### config.mk
export PLATFORM = sky130hd
export DESIGN_NAME = bmp_rgb_threshold_stream_top
export DESIGN_NICKNAME = d
export VERILOG_FILES = /design/src/rtl/bmp_thr_pkg.sv /design/src/rtl/bmp_rgb_threshold_stream_top.sv /design/src/rtl/bmp_thr_outq.sv /design/src/rtl/bmp_thr_core.sv
export VERILOG_INCLUDE_DIRS = /design/src /design/src/rtl
export SDC_FILE = /design/constraint.sdc
export NUM_CORES = 1
export LEC_CHECK = 0
export BUFFER_PORTS_ARGS = -buffer_cell sky130_fd_sc_hd__buf_4
export CAP_MARGIN = 20
export CORE_ASPECT_RATIO = 0.9
export CORE_UTILIZATION = 55
export CTS_CLUSTER_DIAMETER = 60
export DETAILED_ROUTE_END_ITERATION = 16
export GPL_ROUTABILITY_DRIVEN = 1
export PLACE_DENSITY = 0.81
export SKIP_CTS_REPAIR_TIMING = 1
export SLEW_MARGIN = 40
export SYNTH_ARGS = -nofsm -noshare
export SYNTH_HDL_FRONTEND = slang
export SYNTH_SLANG_ARGS = --single-unit
### constraint.sdc
create_clock -name clk -period 6.1 [get_ports clk]
set_clock_uncertainty 0.05 [all_clocks]
set_input_delay 1.525 -clock clk [delete_from_list [all_inputs] [get_ports clk]]
set_output_delay 1.525 -clock clk [all_outputs]
set_load 0.01 [all_outputs]
### src/rtl/bmp_rgb_threshold_stream_top_macros.svh
// assertion macros for the bmp threshold stream top level
`ifndef BMP_RGB_THRESHOLD_STREAM_TOP_MACROS_SVH
`define BMP_RGB_THRESHOLD_STREAM_TOP_MACROS_SVH

// same-cycle implication, sampled on clk, off during reset
`define BMP_ASSERT_NOW(label, ante, cons, msg) \
    label: assert property (@(posedge clk) disable iff (!rst_n) (ante) |-> (cons)) \
        else $error(msg);

// next-cycle implication, sampled on clk, off during reset
`define BMP_ASSERT_NEXT(label, ante, cons, msg) \
    label: assert property (@(posedge clk) disable iff (!rst_n) (ante) |=> (cons)) \
        else $error(msg);

`endif

### src/rtl/bmp_thr_pkg.sv
// shared types and constants for the bmp threshold stream
`timescale 1ns / 1ps

package bmp_thr_pkg;

    localparam int HEADER_BYTES = 54;
    localparam int WIDTH_FIRST  = 18;
    localparam int WIDTH_BYTES  = 4;
    localparam int POS_W        = 6;
    localparam int IMG_W        = 32;
    localparam int PIX_W        = IMG_W + 1;
    localparam int ROW_W        = IMG_W + 2;
    localparam int LIMIT_W      = 11;
    localparam int SUM_W        = 10;

    localparam logic [7:0] BYTE_WHITE = 8'hFF;
    localparam logic [7:0] BYTE_BLACK = 8'h00;

    // pixel phase codes
    localparam logic [1:0] PH_BLUE  = 2'd0;
    localparam logic [1:0] PH_GREEN = 2'd1;
    localparam logic [1:0] PH_RED   = 2'd2;

    // one run of output bytes: a single byte, or one value sent three times
    typedef struct packed {
        logic [7:0] value;
        logic       triple;
    } run_t;

    // queue status seen by the top level
    typedef struct packed {
        logic       full;
        logic [1:0] count;
    } q_stat_t;

endpackage

### src/rtl/bmp_rgb_threshold_stream_top.sv
// top level of the bmp binary threshold byte stream
//
//  channel  | direction | handshake          | payload
//  ---------+-----------+--------------------+---------------------------
//  input    | in        | in_valid/in_stall  | byte_value, start_of_file
//  output   | out       | out_valid/out_stall| out_byte, last_of_run
//  config   | in        | sum_limit_wr_en    | sum_limit
//
// one input word per cycle while in_stall is low; results go to the run queue
// a red byte yields three output words from a two-run queue
// in_stall rises only while that queue holds two runs
// reset clears position state, width and queue; the limit resets to 382
`timescale 1ns / 1ps

`include "bmp_rgb_threshold_stream_top_macros.svh"

module bmp_rgb_threshold_stream_top
    import bmp_thr_pkg::*;
(
    input  logic               clk,
    input  logic               rst_n,
    input  logic               sum_limit_wr_en,
    input  logic [LIMIT_W-1:0] sum_limit,
    input  logic               in_valid,
    output logic               in_stall,
    input  logic [7:0]         byte_value,
    input  logic               start_of_file,
    output logic               out_valid,
    input  logic               out_stall,
    output logic [7:0]         out_byte,
    output logic               last_of_run
);

    localparam logic [LIMIT_W-1:0] LIMIT_RESET = LIMIT_W'(382);

    logic [LIMIT_W-1:0] sum_limit_reg;
    logic               accept;
    logic               push;
    run_t               push_run;
    q_stat_t            q_stat;

    // threshold register
    always_ff @(posedge clk or negedge rst_n)
    begin
        if (!rst_n)
        begin
            sum_limit_reg <= LIMIT_RESET;
        end
        else if (sum_limit_wr_en)
        begin
            sum_limit_reg <= sum_limit;
        end
    end

    assign in_stall = q_stat.full;
    assign accept   = in_valid && !in_stall;

    // stream parsing and pixel decision
    bmp_thr_core u_core (
        .clk           (clk),
        .rst_n         (rst_n),
        .accept        (accept),
        .byte_value    (byte_value),
        .start_of_file (start_of_file),
        .sum_limit     (sum_limit_reg),
        .push          (push),
        .push_run      (push_run)
    );

    // output run queue
    bmp_thr_outq u_outq (
        .clk         (clk),
        .rst_n       (rst_n),
        .push        (push),
        .push_run    (push_run),
        .stat        (q_stat),
        .out_valid   (out_valid),
        .out_stall   (out_stall),
        .out_byte    (out_byte),
        .last_of_run (last_of_run)
    );

    // checks
    `BMP_ASSERT_NOW(a_q_bound, 1'b1, q_stat.count != 2'd3, "run queue count out of range")
    `BMP_ASSERT_NOW(a_push_room, push, !q_stat.full, "run pushed into full queue")
    `BMP_ASSERT_NOW(a_triple_val, out_valid && !last_of_run,
                    out_byte == BYTE_WHITE || out_byte == BYTE_BLACK,
                    "pixel run byte neither white nor black")
    `BMP_ASSERT_NEXT(a_push_seen, push, out_valid, "pushed run not shown at output")

endmodule

### src/rtl/bmp_thr_outq.sv
// two-entry run queue that serializes runs into output bytes
`timescale 1ns / 1ps

module bmp_thr_outq
    import bmp_thr_pkg::*;
(
    input  logic       clk,
    input  logic       rst_n,
    input  logic       push,
    input  run_t       push_run,
    output q_stat_t    stat,
    output logic       out_valid,
    input  logic       out_stall,
    output logic [7:0] out_byte,
    output logic       last_of_run
);

    run_t       slot_reg [2];
    logic       rd_ptr_reg;
    logic       rd_ptr_next;
    logic       wr_ptr_reg;
    logic       wr_ptr_next;
    logic [1:0] count_reg;
    logic [1:0] count_next;
    logic [1:0] bcnt_reg;
    logic [1:0] bcnt_next;
    logic       pop;
    logic       take;
    run_t       head;

    // head run and byte position within it
    assign head        = slot_reg[rd_ptr_reg];
    assign out_valid   = (count_reg != 2'd0);
    assign out_byte    = head.value;
    assign last_of_run = !head.triple || (bcnt_reg == 2'd2);
    assign take        = out_valid && !out_stall;
    assign pop         = take && last_of_run;

    assign stat.full  = (count_reg == 2'd2);
    assign stat.count = count_reg;

    // pointer, count and byte counter updates
    always_comb
    begin
        rd_ptr_next = rd_ptr_reg ^ pop;
        wr_ptr_next = wr_ptr_reg ^ push;
        count_next  = count_reg + {1'b0, push} - {1'b0, pop};
        if (pop)
        begin
            bcnt_next = 2'd0;
        end
        else if (take)
        begin
            bcnt_next = bcnt_reg + 2'd1;
        end
        else
        begin
            bcnt_next = bcnt_reg;
        end
    end

    always_ff @(posedge clk or negedge rst_n)
    begin
        if (!rst_n)
        begin
            rd_ptr_reg <= 1'b0;
            wr_ptr_reg <= 1'b0;
            count_reg  <= 2'd0;
            bcnt_reg   <= 2'd0;
        end
        else
        begin
            rd_ptr_reg <= rd_ptr_next;
            wr_ptr_reg <= wr_ptr_next;
            count_reg  <= count_next;
            bcnt_reg   <= bcnt_next;
        end
    end

    // run storage
    always_ff @(posedge clk)
    begin
        if (push)
        begin
            slot_reg[wr_ptr_reg] <= push_run;
        end
    end

endmodule

### src/rtl/bmp_thr_core.sv
// header tracking, row position and pixel threshold for one input word
`timescale 1ns / 1ps

module bmp_thr_core
    import bmp_thr_pkg::*;
(
    input  logic               clk,
    input  logic               rst_n,
    input  logic               accept,
    input  logic [7:0]         byte_value,
    input  logic               start_of_file,
    input  logic [LIMIT_W-1:0] sum_limit,
    output logic               push,
    output run_t               push_run
);

    logic [POS_W-1:0] hdr_pos_reg;
    logic [POS_W-1:0] hdr_pos_next;
    logic [IMG_W-1:0] width_reg;
    logic [IMG_W-1:0] width_next;
    logic [ROW_W-1:0] row_off_reg;
    logic [ROW_W-1:0] row_off_next;
    logic [1:0]       phase_reg;
    logic [1:0]       phase_next;
    logic [7:0]       blue_reg;
    logic [7:0]       blue_next;
    logic [7:0]       green_reg;
    logic [7:0]       green_next;
    logic [PIX_W-1:0] pix_bytes_reg;
    logic [ROW_W-1:0] row_len_reg;
    logic             width_ok_reg;

    logic [POS_W-1:0] hp;
    logic [IMG_W-1:0] w_cur;
    logic [ROW_W-1:0] ro;
    logic [1:0]       ph;
    logic [POS_W-1:0] lane_pos;
    logic [1:0]       lane;
    logic [ROW_W-1:0] ro_step;
    logic [ROW_W-1:0] ro_add;
    logic [SUM_W-1:0] px_sum;
    logic             white;
    logic [PIX_W-1:0] pix_calc;
    logic [ROW_W-1:0] row_calc;

    // row geometry from the captured width, held registered in pix_bytes_reg and row_len_reg
    assign pix_calc = {1'b0, width_reg} + {width_reg, 1'b0};
    assign row_calc = ({1'b0, pix_calc} + ROW_W'(3)) & ~ROW_W'(3);

    // state as seen by this word, cleared on start of file
    assign hp    = start_of_file ? '0 : hdr_pos_reg;
    assign w_cur = start_of_file ? '0 : width_reg;
    assign ro    = start_of_file ? '0 : row_off_reg;
    assign ph    = start_of_file ? PH_BLUE : phase_reg;

    assign lane_pos = hp - POS_W'(WIDTH_FIRST);
    assign lane     = lane_pos[1:0];

    // pixel sum against the signed limit
    assign px_sum = {2'b00, blue_reg} + {2'b00, green_reg} + {2'b00, byte_value};
    assign white  = $signed({2'b00, px_sum}) > $signed({{(SUM_W+2-LIMIT_W){sum_limit[LIMIT_W-1]}},
                                                         sum_limit});

    assign ro_step = ph[1] ? ROW_W'(3) : ROW_W'(1);
    assign ro_add  = ro + ro_step;

    // per-word decision
    always_comb
    begin
        hdr_pos_next   = hp;
        width_next     = w_cur;
        row_off_next   = ro;
        phase_next     = ph;
        blue_next      = blue_reg;
        green_next     = green_reg;
        push           = 1'b0;
        push_run.value = byte_value;
        push_run.triple = 1'b0;
        if (hp < POS_W'(HEADER_BYTES))
        begin
            // header byte: copy, capture width bytes
            if (hp >= POS_W'(WIDTH_FIRST) && hp < POS_W'(WIDTH_FIRST + WIDTH_BYTES))
            begin
                width_next[8*lane +: 8] = byte_value;
            end
            hdr_pos_next = hp + POS_W'(1);
            push         = accept;
        end
        else if (!width_ok_reg)
        begin
            push = accept;
        end
        else if (ph == PH_GREEN)
        begin
            green_next = byte_value;
            phase_next = PH_RED;
        end
        else if (ph[1])
        begin
            // red byte closes the pixel
            phase_next      = PH_BLUE;
            row_off_next    = (ro_add >= row_len_reg) ? '0 : ro_add;
            push            = accept;
            push_run.value  = white ? BYTE_WHITE : BYTE_BLACK;
            push_run.triple = 1'b1;
        end
        else if (ro < {1'b0, pix_bytes_reg})
        begin
            blue_next  = byte_value;
            phase_next = PH_GREEN;
        end
        else
        begin
            // row padding
            row_off_next = (ro_add >= row_len_reg) ? '0 : ro_add;
            push         = accept;
        end
    end

    always_ff @(posedge clk or negedge rst_n)
    begin
        if (!rst_n)
        begin
            hdr_pos_reg   <= '0;
            width_reg     <= '0;
            row_off_reg   <= '0;
            phase_reg     <= PH_BLUE;
            blue_reg      <= '0;
            green_reg     <= '0;
            pix_bytes_reg <= '0;
            row_len_reg   <= '0;
            width_ok_reg  <= 1'b0;
        end
        else
        begin
            if (accept)
            begin
                hdr_pos_reg <= hdr_pos_next;
                width_reg   <= width_next;
                row_off_reg <= row_off_next;
                phase_reg   <= phase_next;
                blue_reg    <= blue_next;
                green_reg   <= green_next;
            end
            pix_bytes_reg <= pix_calc;
            row_len_reg   <= row_calc;
            width_ok_reg  <= !width_reg[IMG_W-1] && (width_reg != '0);
        end
    end

endmodule

Yosys cells after proc, flatten, opt, wreduce, memory -nomap -nowiden
Memory sizes are Yosys's and may differ from the RTL's.
Cells that the tools add are included.
- register bits: 173
- RAM bits: 18
- bits of input ports: 25
- output and inout port bits: 11
- logic and storage cells: 91
- memories kept: 1
- add/sub/neg operators: 11
- magnitude comparators: 6
- equal/unequal tests: 3
- shifts and indexed selects: 2
- multiplexer cells: 34
- bitwise logic cells: 5
- reductions and logical operators: 15
- memory list (name ; words ; width ; rd ports ; clocked after memory_dff ; write ports ; RTL line ; RTL):
    u_outq.slot_reg ; 2 ; 9 ; 1 ; 0 ; 1 ; bmp_thr_outq.sv:18 ; run_t slot_reg [2];
- operator list (cell ; count):
    2-to-1 mux 34 bit ; 7
    2-to-1 mux 32 bit ; 3
    2-to-1 mux 9 bit ; 4
    adder 33 x 2 -> 34 bit (second input constant) ; 1
    adder 34 bit ; 1
    >= comparator 34 bit ; 1
    < comparator 34 x 33 -> 1 bit ; 1
    negation 5 -> 34 bit ; 1
    variable shift 8 x 34 -> 32 bit (first input constant) ; 1
    variable part select 8 x 34 -> 32 bit ; 1
    adder 32 x 33 -> 33 bit ; 1
    bitwise mux 32 bit ; 1
    nonzero test 32 bit ; 1
    2-to-1 mux 2 bit ; 8
    2-to-1 mux 6 bit ; 2
    greater-than comparator 11 bit ; 1
    adder 10 x 8 -> 10 bit ; 1
    adder 8 x 8 -> 9 bit ; 1
    2-to-1 mux 1 bit ; 8
    2-to-1 mux 8 bit ; 1
    adder 6 x 1 -> 6 bit (second input constant) ; 1
    >= comparator 6 x 5 -> 1 bit (second input constant) ; 1
    < comparator 6 x 5 -> 1 bit (second input constant) ; 1
    < comparator 6 bit (second input constant) ; 1
    14 further kinds ; 26

Longest topological paths before layout
Gate-level depths: netlist of the first run.
- depth after elaboration: 10
- mapped depth: 30
- gate-level depth less buffers: 22

Modules after synthesis
From an unflattened synthesis of the first run, not the netlist that was laid out.
- cell total of the unflattened synthesis: 1417
- area, all modules: 13755.7 um^2
- by module, submodules not included (module ; instances ; cells each ; area an instance (um^2) ; sequential area each (um^2)):
    bmp_thr_core ; 1 ; 1332 ; 12299.3 ; 3903.7
    bmp_thr_outq ; 1 ; 61 ; 993.5 ; 690.7
    bmp_rgb_threshold_stream_top ; 1 ; 24 ; 462.9 ; 284.0

Least setup slack after synthesis of the first run
OpenSTA, ideal clock, no wires.
- path type: input port to flip-flop
- from: input start_of_file
- to: register u_core.row_off_reg[5]
- library setup time: 0.101 ns
- arrival: 7.101 ns
- data required time: 5.949 ns
- path slack: -1.152 ns
- stages on the path: 30
- path buffers: 9
- path through: buf_6 > buf_2 > buf_1 > buf_1 > clkbuf_1 > clkbuf_1 > nor2b_1 > ha_1 > a21o_1 > nand4_4 > nor4_4 > and4_4 > and3_1 > buf_6 > nand4_4 > or4_1 > nand2_1 > ha_1 > nand4_1 > nor3_1 > nand3_1 > nor2_1 > o31ai_1 > o211ai_1 > a211oi_2 > and2_0 > buf_2 > buf_4 > a31oi_1 > o32ai_1
- longest elaborated chain between the ends: 10
- elaborated cells between the ends (all ways): 15
- classes of those cells: 1 x add/sub; 3 x order compare; 1 x eq/ne; 10 x mux
- RTL lines (item ; RTL line ; RTL):
    start, declared ; bmp_rgb_threshold_stream_top.sv:27 ; input logic start_of_file,
    2-to-1 mux 2 bit ; bmp_thr_core.sv:54 ; assign ph = start_of_file ? PH_BLUE : phase_reg;
    2-to-1 mux 2 bit ; bmp_thr_core.sv:64 ; assign ro_step = ph[1] ? ROW_W'(3) : ROW_W'(1);
    adder 34 bit ; bmp_thr_core.sv:65 ; assign ro_add = ro + ro_step;
    >= comparator 34 bit ; bmp_thr_core.sv:102, bmp_thr_core.sv:115 ;
    2-to-1 mux 34 bit ; bmp_thr_core.sv:102, bmp_thr_core.sv:115 ;
    2-to-1 mux 34 bit ; bmp_thr_core.sv:107 ; else if (ro < {1'b0, pix_bytes_reg})
    2-to-1 mux 34 bit ; bmp_thr_core.sv:98 ; else if (ph[1])
    2-to-1 mux 34 bit ; bmp_thr_core.sv:93 ; else if (ph == PH_GREEN)
    2-to-1 mux 34 bit ; bmp_thr_core.sv:89 ; else if (!width_ok_reg)
    2-to-1 mux 34 bit (*) ; bmp_thr_core.sv:79 ; if (hp < POS_W'(HEADER_BYTES))
    end signal, assigned ; bmp_thr_core.sv:140 ; row_off_reg <= row_off_next;
    end, declared ; bmp_thr_core.sv:21 ; logic [ROW_W-1:0] row_off_reg;
Every way passes the cells marked *; elsewhere a longest branch is shown, timed or not.
A chain may end at the register's enable or synchronous reset.

Worst setup path in the final report of the first run
- from: input start_of_file
- to: register u_core.row_off_reg[15]
Same word-level chain as after synthesis.

==> impl_metrics.tcl, run 1 <==
set metrics [dict create \
    ir_worst_vdd_mv 0.2499 \
    cp-end-kind "flop" \
    finalWeightedCongestion 0.9408 \
    period_share 0.9485 \
    synth_compound_gate_area_share 0.1809 \
    finalSetupViolCount 0 \
    maxSlewHeadroom 0.4833 \
    synthSimpleGateAreaFrac 0.1630 \
    largest_register_ffs 34 \
    hp-class "flop to flop" \
    timing.setup.tns_ps 0 \
    finalPower_mw 3.627 \
    io_pins 36 \
    worst_pin_slew_ps 769.9 \
    synthAdderAreaFrac 0.1459 \
    synth_fp_nets 1581 \
    finalCriticalPeriod_ps 5786 \
    finalHoldViolCount 0 \
    ys_seq_area_frac 0.3638 \
    avgSynthCellArea_sq_um 9.563 \
    yosys.area_share.xor_xnor 0.06458 \
    dr.first_iter.drc_count 1096 \
    hpwl_microns 24570 \
    clkLatencyLatePin_ps 450 \
    ys_ff_latch 191 \
    critPathLaunchType "input pin" \
    cts_sinks 191 \
    crit_fanout 16 \
    slew_violations 0 \
    synthTopCellsByArea "dfrtp_1 31%, ha_1 14%, xnor2_1 4.2%, inv_1 4.1%, edfxtp_1 4.0%" \
    yosysMostFrequentCell "dfrtp_1" \
    start_util 0.5679 \
    wire_per_inst_microns 18.47 \
    area_delta_synth_final_pct 10.14 \
    drive_gt1_frac 0.1320 \
    die_y_microns 150.1 \
    antenna_cells 0 \
    required_ps 6430 \
    path_clk_slew_ps 70 \
    rsz0062_at_grt "no" \
    path_class "input pin to flop" \
    place_ws_ps -131.6 \
    yosys.area.top_type "dfrtp_1" \
    grt-ovfl-total 0 \
    grt_max_degree 65 \
    critPathTopFamily "simple AND/OR/NAND/NOR gates" \
    fp.dieW_microns 166.6 \
    drc 0 \
    async_flop_share 0.9058 \
    cts_tree "done" \
    max_cap_viol_count 0 \
    routed_wirelength_microns 32580 \
    crit_chain "buf_4 -> nor2b_1 -> ha_4 -> a21o_1 -> nand4_4 -> nor4_4 -> and4_4 -> and3_4 -> nand4_4 -> or4_1 -> nand2_1 -> ha_1 -> nand4_1 -> nor3_2 -> nand3_1 -> nor2_1 -> o31ai_1 -> o211ai_1 -> a211oi_4 -> and2_0 -> buf_4 -> a21o_1 -> and3_1" \
    synth_cell_types 95 \
    leakagePower_nw 7.193 \
    antenna_left 0 \
    root_buffer "clkbuf_16" \
    powerDensity_nw_per_um2 245.6 \
    netlist.area_leader.share 0.3098 \
    crit_buf_inv 2 \
    cp_slowest_cell "a211oi_4" \
    cts_buffer_depth 2 \
    dieArea_sq_um 25010 \
    yosysWarnings 0 \
    synth_ff_type "dfrtp_1" \
    antenna_found_initial 0 \
    muxShareOfSynthArea 0.02426 \
    grt_usage 0.2677 \
    synth_area_sq_um 13410 \
    crit_arrival_ps 6110 \
    grt_pass1_wl_microns 52840 \
    io_buffers 35 \
    num_vias 10710 \
    slowest_delay_ps 460 \
    std_cell_rows 53 \
    final_nets 1628 \
    drt_first_pass_iters 8 \
    synth_commonest_cells "166 x dfrtp_1, 150 x ha_1, 147 x inv_1, 114 x nand2_1, 75 x a21oi_1" \
    synth_top_family_by_area "compound AO/OA/AOI/OAI gates" \
    core-area_sq_um 23610 \
    cts_made_buffers 17 \
    status "completed" \
    max_freq_mhz 172.8 \
    vias_per_cell 6.070 \
    worst_slack_ps 314.4 \
    synthCells 1402 \
    grt_pass1_vias 10110 \
    synth_edf_count 18 \
    htree_levels 4 \
]
-- power breakdown --
| part | internal, mW | switching [mW] |
|---|---|---|
| clock | 0.560 | 0.547 |
| combinational | 0.379 | 0.653 |
| sequential | 1.41 | 0.0804 |
-- per-layer routing --
layer	wire, microns	track usage	up-vias
li1	-	-	5068
met1	15110	0.3751	5199
met2	14970	0.4361	403
met3	2025	0.04548	37
met4	470	0.05880	0
met5	0	0	-
-- metrics by stage --
| stage | cells | utilization | hold slack (ps) | instance area, sq um |
|---|---|---|---|---|
| 2_1_floorplan | 1402 | - | 384.1 | 13520 |
| 5_1_grt | 1764 | 0.6256 | 480.7 | 14770 |
| 3_5_place_dp | 1731 | 0.6009 | 429.9 | 14180 |
| 6_report | 1764 | 0.6256 | 445.6 | 14770 |
| 3_3_place_gp | 1731 | 0.6006 | 415.5 | 14180 |
| 4_1_cts | 1763 | 0.6252 | 445.9 | 14760 |
-- worst register-to-register path, cell delays in order (launching register included) --
cell      delay [ps]
dfrtp_1          510
nor2b_1          400
ha_4             200
a21o_1           180
nand4_4          160
nor4_4           230
and4_4           300
and3_4           240
nand4_4          140
or4_1            420
nand2_1          120
ha_1             250
nand4_1          110
nor3_2            70
nand3_1          100
nor2_1            50
o31ai_1           60
o211ai_1         190
a211oi_4         460
and2_0           230
buf_4            260
a21o_1           160
and3_1           170
-- worst paths after layout --
kind | start | endpoint | slack, ps | cells past startpoint
min in group asynchronous | rst_n | u_core.width_reg[30]$_DFFE_PN0P_ | 1000 | 1
worst min register to register | u_core.row_off_reg[10]$_DFFE_PN0P_ | u_core.row_off_reg[10]$_DFFE_PN0P_ | 450 | 2
worst min-delay path | u_core.row_off_reg[10]$_DFFE_PN0P_ | u_core.row_off_reg[10]$_DFFE_PN0P_ | 450 | 2
max in group asynchronous | rst_n | u_core.width_reg[2]$_DFFE_PN0P_ | 3860 | 2
worst max register to register | u_core.phase_reg[1]$_DFFE_PN0P_ | u_core.row_off_reg[15]$_DFFE_PN0P_ | 960 | 22
worst max-delay path | start_of_file | u_core.row_off_reg[15]$_DFFE_PN0P_ | 310 | 23
-- final cells by class --
type / instances / area, sq um
clock buffer: 19 / 452.9
clock inverter: 13 / 122.6
fill: 1892 / 8840
inverter: 147 / 551.8
multi-input combinational: 1019 / 7820
sequential: 191 / 4878
tap: 302 / 377.9
timing repair buffer: 73 / 564.3
-- cells by family (layout without fill, tap and decap cells) --
group | Yosys count | in the layout
AOI/OAI and AO/OA | 342 | 342
buffers and inverters | 192 | 252
adders and majority gates | 154 | 154
DFF | 191 | 191
xor gates and xnor gates | 98 | 98
muxes | 29 | 29
and+or+nand+nor | 396 | 396
-- cell usage in the layout (no fill, tap or decap), types with 26 or more instances in the layout --
| cell | Yosys | layout |
|---|---|---|
| dfrtp_1 | 166 | 166 |
| mux2_2 | 28 | 28 |
| buf_4 | 4 | 71 |
| a21oi_1 | 75 | 75 |
| nand4_1 | 30 | 30 |
| a21o_1 | 52 | 52 |
| nand2_1 | 114 | 114 |
| inv_1 | 147 | 147 |
| ha_1 | 150 | 149 |
| o21ai_0 | 60 | 59 |
| nand3_1 | 27 | 26 |
| xor2_1 | 33 | 33 |
| a22o_1 | 48 | 48 |
| nor2b_1 | 44 | 43 |
| xnor2_1 | 64 | 64 |
| nor2_1 | 58 | 58 |
Note: power is estimated with default switching activity, not from simulation.
==> run 2, diff against run 1 <==
--- a/config.mk
+++ b/config.mk
@@ -9,6 +9,7 @@
 export BUFFER_PORTS_ARGS = -buffer_cell sky130_fd_sc_hd__buf_4
 export CAP_MARGIN = 20
 export CORE_ASPECT_RATIO = 0.9
+export CORE_MARGIN = 10
 export CORE_UTILIZATION = 55
 export CTS_CLUSTER_DIAMETER = 60
 export DETAILED_ROUTE_END_ITERATION = 16
==> run 2 against run 1 <==
  * Non-clock buffer count is the same
  * Clock power about the same
  * Combinational power hardly changed
  * Maximum frequency is 1.2% higher
  * Via count decreased by 1.1%
  * Flip-flop and latch count unchanged
  * Critical path depth increased by 2
  * Critical endpoint unchanged
==> impl_metrics.tcl, run 2 (same netlist as run 1, synthesis figures left out) <==
set metrics [dict create \
    routed_wirelength_microns 33040 \
    r2r_start "u_core.phase_reg[1]$_DFFE_PN0P_" \
    maxSlewHeadroom 0.4442 \
    cts_sinks 191 \
    crit_fanout 24 \
    regArea_sq_um 4878 \
    finalHoldViolCount 0 \
    root_buffer "clkbuf_16" \
    dieArea_sq_um 31030 \
    htree_levels 4 \
    io_buffers 35 \
    cts_buffer_depth 2 \
    place_ws_ps -174.3 \
    worst_pin_slew_ps 833.7 \
    fp.dieW_microns 184.6 \
    required_ps 6390 \
    wire_per_inst_microns 18.66 \
    drc 0 \
    antenna_left 0 \
    hp-class "flop to flop" \
    most-common-layout-cells "166 x dfrtp_1, 149 x ha_1, 147 x inv_1, 114 x nand2_1, 75 x a21oi_1" \
    io_pins 36 \
    status "completed" \
    endpoint "u_core.row_off_reg[15]$_DFFE_PN0P_" \
    grt_usage 0.2142 \
    critPathLaunchType "input pin" \
    area_delta_synth_final_pct 10.24 \
    clkLatencyLatePin_ps 450 \
    period_share 0.9375 \
    largest_register_ffs 34 \
    fill_cells 1934 \
    crit_arrival_ps 6010 \
    antenna_cells 0 \
    grt-ovfl-total 0 \
    path_clk_slew_ps 80 \
    finalPower_mw 3.647 \
    start_util 0.5559 \
    path_class "input pin to flop" \
    worst_slack_ps 381.4 \
    drt_first_pass_iters 6 \
    finalCriticalPeriod_ps 5719 \
    final_nets 1628 \
    r2r_cells 22 \
    layout_commonest_cell "dfrtp_1" \
    hpwl_microns 25090 \
    cts_made_buffers 17 \
    powerDensity_nw_per_um2 246.8 \
    vias_per_cell 5.984 \
    drive_gt1_frac 0.1306 \
    whs_ps 459.1 \
    timing.critical_path.from "start_of_file" \
    r2r_slack_ps 1050 \
    rsz0062_at_grt "no" \
    max_cap_viol_count 0 \
    die_y_microns 168.1 \
    core-area_sq_um 24120 \
    grt_pass1_wl_microns 53890 \
    num_vias 10590 \
    finalSetupViolCount 0 \
    cts_tree "done" \
    utilization 0.6128 \
    rr_endpoint "u_core.row_off_reg[14]$_DFFE_PN0P_" \
    grt_max_degree 83 \
    ir_worst_vdd_mv 0.1826 \
    grt_pass1_vias 10440 \
    slew_violations 0 \
    leakagePower_nw 7.181 \
    dr.first_iter.drc_count 1014 \
    max_freq_mhz 174.9 \
    cp-end-kind "flop" \
    finalWeightedCongestion 0.9332 \
    std_cell_rows 54 \
    antenna_found_initial 0 \
    multi_input_area_sq_um 7815 \
]
## run 2: how the worst min path moves through the flow
stage | start | endpoint | slack [ps] | depth (start not counted)
after floorplan | u_core.width_reg[0]$_DFFE_PN0P_ | u_core.pix_bytes_reg[0]$_DFF_PN0_ | 380 | 0
after global placement | u_outq.bcnt_reg[1]$_DFFE_PN0P_ | u_outq.bcnt_reg[1]$_DFFE_PN0P_ | 420 | 2
after detailed placement | u_outq.bcnt_reg[1]$_DFFE_PN0P_ | u_outq.bcnt_reg[1]$_DFFE_PN0P_ | 430 | 2
after CTS | u_outq.bcnt_reg[1]$_DFFE_PN0P_ | u_outq.bcnt_reg[1]$_DFFE_PN0P_ | 460 | 2
after global routing | u_core.green_reg[6]$_DFFE_PN0P_ | u_core.green_reg[6]$_DFFE_PN0P_ | 480 | 1
final | u_outq.bcnt_reg[1]$_DFFE_PN0P_ | u_outq.bcnt_reg[1]$_DFFE_PN0P_ | 460 | 2
## run 2: final cells by class
class | count | share of cell area
well taps | 308 | 0.02607
repair buffers | 73 | 0.03945
flip-flops and latches | 191 | 0.3301
clock buffers | 19 | 0.02997
clock inverters | 13 | 0.008381
inverters | 147 | 0.03733
multi-input cells | 1019 | 0.5287
## run 2: report_power, final
part | switching, mW | internal, mW | total [mW] | leakage (nW)
combinational | 0.663 | 0.397 | 1.06 | 4.39
sequential | 0.0786 | 1.41 | 1.49 | 2.53
clock | 0.550 | 0.550 | 1.10 | 0.267
total | 1.29 | 2.36 | 3.65 | 7.18
## run 2: per-stage QoR
step	cell area, sq um	std cells	TNS, ps
floorplan	13520	1402	-662.9
global placement	14200	1737	0
detailed placement	14200	1737	-431.9
CTS	14770	1769	0
global route	14780	1770	0
finish	14780	1770	0
## run 2: critical path: stages
cell	delay [ps]
buf_4	160
nor2b_1	270
fa_2	350
nand4b_4	160
nor3_4	160
and4_4	280
nand3_2	120
nor2_4	160
and3_4	230
and3_1	230
nand3_2	130
xnor2_1	160
ha_1	280
nand2_1	70
nor3_2	270
nand3_1	130
nor2_1	100
o31ai_1	70
o211ai_1	180
a211oi_4	90
buf_4	200
and2_0	180
buf_12	180
a21o_1	170
and3_1	150
## run 2: layer usage
metal  vias to the layer above  routed length, microns  GRT usage
met5                         -                       0          0
met4                         0                     708    0.06942
met1                      5094                   15070     0.2927
li1                       5058                       -          -
met2                       381                   15220     0.3360
met3                        58                    2034    0.03830
